===== src/rtl/mep_pkg.sv =====
// ----------------------------------------------------------------------------
// mep_pkg: shared types and constants of the markup escape parser
// Character codes, parse modes, style and item layouts used across the block.
// ----------------------------------------------------------------------------
package mep_pkg;

  localparam int unsigned CharWidth = 16;

  typedef logic [CharWidth-1:0] char_t;

  // characters that the parser recognizes
  localparam char_t CH_BSLASH = 16'd92;
  localparam char_t CH_ZERO   = 16'd48;
  localparam char_t CH_NL     = 16'd10;
  localparam char_t CH_A      = 16'd97;   // a
  localparam char_t CH_V      = 16'd118;  // v
  localparam char_t CH_S      = 16'd115;  // s
  localparam char_t CH_N      = 16'd110;  // n
  localparam char_t CH_P      = 16'd112;  // p
  localparam char_t CH_L      = 16'd108;  // l
  localparam char_t CH_X      = 16'd120;  // x
  localparam char_t CH_I      = 16'd105;  // i
  localparam char_t CH_B      = 16'd98;   // b
  localparam char_t CH_BU     = 16'd66;   // B
  localparam char_t CH_C      = 16'd99;   // c
  localparam char_t CH_R      = 16'd114;  // r

  // alignment codes
  localparam logic [1:0] ALIGN_LEFT   = 2'd0;
  localparam logic [1:0] ALIGN_CENTRE = 2'd1;
  localparam logic [1:0] ALIGN_RIGHT  = 2'd2;

  typedef enum logic [2:0] {
    MODE_TEXT,
    MODE_ESC,
    MODE_DIG1,
    MODE_DIG2,
    MODE_DIG3,
    MODE_SKIP,
    MODE_SKIPESC
  } mode_e;

  typedef struct packed {
    logic       bold;
    logic       italic;
    logic       large_on;
    logic [1:0] align;
  } style_t;

  typedef struct packed {
    mode_e  mode;
    char_t  code_acc;
    style_t style;
  } parse_state_t;

  typedef struct packed {
    char_t in_char;
  } in_item_t;

  typedef struct packed {
    char_t      out_char;
    logic       bold;
    logic       italic;
    logic       large_font;
    logic [1:0] justify;
    logic       red_mark;
  } out_item_t;

endpackage


===== src/rtl/mep_step.sv =====
// ----------------------------------------------------------------------------
// mep_step: one parse step
// Next parse state and optional styled result for one character.
// ----------------------------------------------------------------------------
module mep_step (
  input  mep_pkg::parse_state_t state_i,
  input  mep_pkg::char_t        char_i,
  output mep_pkg::parse_state_t state_o,
  output logic                  emit_o,
  output mep_pkg::out_item_t    item_o
);
  import mep_pkg::*;

  char_t acc_next;
  char_t res_char;
  logic  res_red;

  // acc * 10 + c - '0', wrapped to 16 bits
  assign acc_next = (state_i.code_acc << 3) + (state_i.code_acc << 1) + char_i - CH_ZERO;

  always_comb begin
    state_o  = state_i;
    emit_o   = 1'b0;
    res_char = char_i;
    res_red  = 1'b0;
    unique case (state_i.mode)
      MODE_ESC: begin
        state_o.mode = MODE_TEXT;
        unique case (char_i)
          CH_BSLASH: begin
            emit_o   = 1'b1;
            res_char = CH_BSLASH;
          end
          CH_A: begin
            state_o.code_acc = '0;
            state_o.mode     = MODE_DIG1;
          end
          CH_V: state_o.mode = MODE_SKIP;
          CH_S, CH_N: state_o.style.large_on = 1'b0;
          CH_P: begin
            state_o.style = '0;
            emit_o        = 1'b1;
            res_char      = CH_NL;
          end
          CH_L: state_o.style.large_on = ~state_i.style.large_on;
          CH_X: begin
            if (!state_i.style.large_on) begin
              state_o.style.large_on = 1'b1;
            end else begin
              state_o.style = '0;
            end
            emit_o   = 1'b1;
            res_char = CH_NL;
          end
          CH_I: state_o.style.italic = ~state_i.style.italic;
          CH_B, CH_BU: state_o.style.bold = ~state_i.style.bold;
          CH_C: begin
            state_o.style.align = (state_i.style.align == ALIGN_CENTRE) ? ALIGN_LEFT
                                                                       : ALIGN_CENTRE;
          end
          CH_R: begin
            state_o.style.align = (state_i.style.align == ALIGN_RIGHT) ? ALIGN_LEFT
                                                                      : ALIGN_RIGHT;
          end
          default: begin
            // unknown escape letter shown red
            emit_o  = 1'b1;
            res_red = 1'b1;
          end
        endcase
      end
      MODE_DIG1: begin
        state_o.code_acc = acc_next;
        state_o.mode     = MODE_DIG2;
      end
      MODE_DIG2: begin
        state_o.code_acc = acc_next;
        state_o.mode     = MODE_DIG3;
      end
      MODE_DIG3: begin
        state_o.code_acc = acc_next;
        if (acc_next == CH_BSLASH) begin
          state_o.mode = MODE_ESC;
        end else begin
          state_o.mode = MODE_TEXT;
          emit_o       = 1'b1;
          res_char     = acc_next;
        end
      end
      MODE_SKIP: begin
        if (char_i == CH_BSLASH) begin
          state_o.mode = MODE_SKIPESC;
        end
      end
      MODE_SKIPESC: begin
        state_o.mode = (char_i == CH_V) ? MODE_TEXT : MODE_SKIP;
      end
      default: begin
        if (char_i == CH_BSLASH) begin
          state_o.mode = MODE_ESC;
        end else begin
          state_o.mode = MODE_TEXT;
          emit_o       = 1'b1;
        end
      end
    endcase
  end

  // results carry the style as left by this step
  always_comb begin
    item_o.out_char   = res_char;
    item_o.bold       = state_o.style.bold;
    item_o.italic     = state_o.style.italic;
    item_o.large_font = state_o.style.large_on;
    item_o.justify    = state_o.style.align;
    item_o.red_mark   = res_red;
  end

endmodule


===== config.mk =====
export PLATFORM = sky130hd
export DESIGN_NAME = mep_step
export DESIGN_NICKNAME = d
export VERILOG_FILES = /design/src/rtl/mep_pkg.sv /design/src/rtl/mep_step.sv
export SDC_FILE = /design/constraint.sdc
export NUM_CORES = 1
export LEC_CHECK = 0
export ABC_AREA = 0
export BUFFER_PORTS_ARGS = -buffer_cell sky130_fd_sc_hd__buf_4
export CORE_MARGIN = 4
export CORE_UTILIZATION = 57
export DETAILED_ROUTE_END_ITERATION = 16
export PLACE_DENSITY = 0.95
export SLEW_MARGIN = 20
export SYNTH_ARGS = -nofsm -noshare
export SYNTH_HDL_FRONTEND = slang
export SYNTH_SLANG_ARGS = --single-unit

===== constraint.sdc =====
create_clock -name vclk -period 6.1
set_input_delay 0.305 -clock vclk [all_inputs]
set_output_delay 0.305 -clock vclk [all_outputs]
set_load 0.005 [all_outputs]

==> flow_summary.json <==
{
  "fillerInstances": 321,
  "clock_buffers": 0,
  "critical-path-max-stage-delay_ps": 480,
  "grt_max_degree": 15,
  "hold_viol": 0,
  "initial_core_util": 0.603,
  "peakVddDrop_v": 0.000118,
  "cts_hold_buffers": 0,
  "yosysWarnings": 0,
  "end_kind": "output pin",
  "synth_fa_ha_area_frac": 0.265,
  "synth.cell_area_um2": 2260,
  "leakagePower_nw": 1.43,
  "layout-drive-gt1-share": 0.258,
  "rsz0062_at_grt": "no",
  "synth_area_leaders": "ha_1 15%, fa_1 12%, inv_1 8.1%",
  "fp.dieW_um": 70.9,
  "nets": 482,
  "crit_end": "item_o[10]",
  "postCtsResizedCells": 0,
  "crit_required_ps": 5790,
  "netlist_instances": 330,
  "critPathSlowestCell": "fa_1",
  "grt_overflow": 0,
  "synth_area_per_cell_um2": 6.84,
  "synthesis.nets": 410,
  "grt_pass1_wl_mm": 12.6,
  "netlist.top_cell.by_area": "ha_1",
  "n_sequential_cell": 0,
  "wl_per_cell_um": 16.8,
  "status": "complete, no violations",
  "critPathKind": "in2out",
  "finalSetupViolCount": 0,
  "timing.setup.tns_ps": 0,
  "diodes": 0,
  "period_share": 0.706,
  "grt_pass1_vias": 2765,
  "start_kind": "input port",
  "first_iter_violations": 361,
  "worstMarginPinSlew_ps": 1040,
  "min-delay-path-class": "in2out",
  "drt_wl_total_mm": 7.54,
  "max_cap_violations": 0,
  "synth-compound-area-share": 0.308,
  "drv_slew": 0,
  "ys_types": 56,
  "place_congestion": 0.926,
  "drc": 0,
  "via_per_inst": 6.26,
  "dieArea_um2": 5030,
  "power_density_nw_per_um2": 162,
  "crit_arrival_ps": 4000,
  "cp_cell_sequence": "buf_4 > fa_1 > ha_1 > ha_1 > fa_1 > a21o_1 > a21oi_1 > xor2_1 > nand4_1 > nor4b_2 > nand4_2 > a22oi_2 > a22o_1 > buf_4",
  "synth-simple-area-share": 0.250,
  "power_mw": 0.465,
  "num_rows": 22,
  "port_buffers": 87,
  "fp.coreArea_um2": 3740,
  "yosys.area_share.xor_xnor": 0.0427,
  "finalWorstSetupSlack_ps": 1790,
  "grt_use_total": 0.295,
  "post-place-ws_ps": 1860,
  "ys_seq_area_frac": 0,
  "dp_hpwl_mm": 6.31,
  "seq_area_um2": 0,
  "postCtsSetupBuffers": 0,
  "fin_crit_ps": 4310,
  "vias": 2804,
  "pin_count": 87,
  "antenna_found_initial": 0,
  "worst-path-max-fanout": 4,
  "crit_start": "state_i[5]",
  "ant_nets": 0,
  "slew_headroom": 0.300,
  "synthMuxAreaShare": 0.00443,
  "first_pass_iters": 6,
  "synthToLayoutAreaGrowth_pct": 27.4,
  "die_y_um": 70.9,
  "clock.fmax_ghz": 0.232,
  "synth_top_family_by_area": "compound AO/OA/AOI/OAI gates",
  "synth_top_cell_area_share": 0.150
}
[cell type report]
cell class / count / area (µm²) / share of cell area
inverters: 49 / 184 / 0.0640
multi-input cells: 262 / 1960 / 0.683
well taps: 48 / 60.1 / 0.0209
repair buffers: 89 / 668 / 0.232
[cells in the final DEF, fill, tap and decap left out, types with 9 or more instances in the layout]
master,netlist,layout
nor2_1,18,18
inv_1,49,49
nand2_1,34,34
nor3_1,9,9
a22o_1,13,13
o21ai_0,27,27
nand3_1,9,9
a21oi_1,17,17
ha_1,27,27
fa_1,13,13
o21ai_1,9,9
buf_4,7,89
[report_power, final]
part / total (mW) / internal (mW) / switching [mW]
Clock: 0 / 0 / 0
Combinational: 0.465 / 0.203 / 0.262
Sequential: 0 / 0 / 0
[cell usage after synthesis (all sizes together), types with 8 or more instances]
cell type	instances
a21oi	18
a22o	14
buf	12
fa	13
ha	27
inv	49
nand2	34
nand3	9
nor2	19
nor3	9
o21ai	36
xnor2	8
[how the worst min path moves through the flow]
| stage | start | end | slack [ps] | cells past startpoint |
|---|---|---|---|---|
| finish | char_i[0] | item_o[6] | 860 | 2 |
| global route | char_i[0] | item_o[6] | 880 | 2 |
| CTS | char_i[0] | item_o[6] | 860 | 2 |
| detailed placement | char_i[0] | item_o[6] | 860 | 2 |
| global placement | char_i[0] | item_o[6] | 860 | 2 |
| floorplan | state_i[22] | state_o[21] | 690 | 1 |
[worst max-delay path: cells and delay by family]
kind	cells	cell delay, ps
fa+ha+maj	4	1430
compound gates	4	820
simple gates	3	900
buf+inv	2	240
xor+xnor	1	320
[routing by layer]
metal  global-route usage  routed length [µm]
met1                0.360                2880
met2                0.532                3710
met3               0.0469                 781
met4               0.0835                 174
met5                    0                   0
[through the flow]
stage,cell area (µm²),std cells,hold WS [ps],utilization
after global placement,2880,448,864,0.768
after detailed placement,2880,448,862,0.768
after floorplan,2260,330,685,-
final,2880,448,864,0.768
after global routing,2880,448,878,0.768
after CTS,2880,448,862,0.768
[kinds of logic after synthesis]
kind of cell / Yosys count
AOI/OAI and AO/OA: 102
xor gates and xnor gates: 11
muxes: 1
adders and majority gates: 40
and+or+nand+nor: 108
buffers and inverters: 68
No activity file was read; power rests on OpenSTA's default activity.
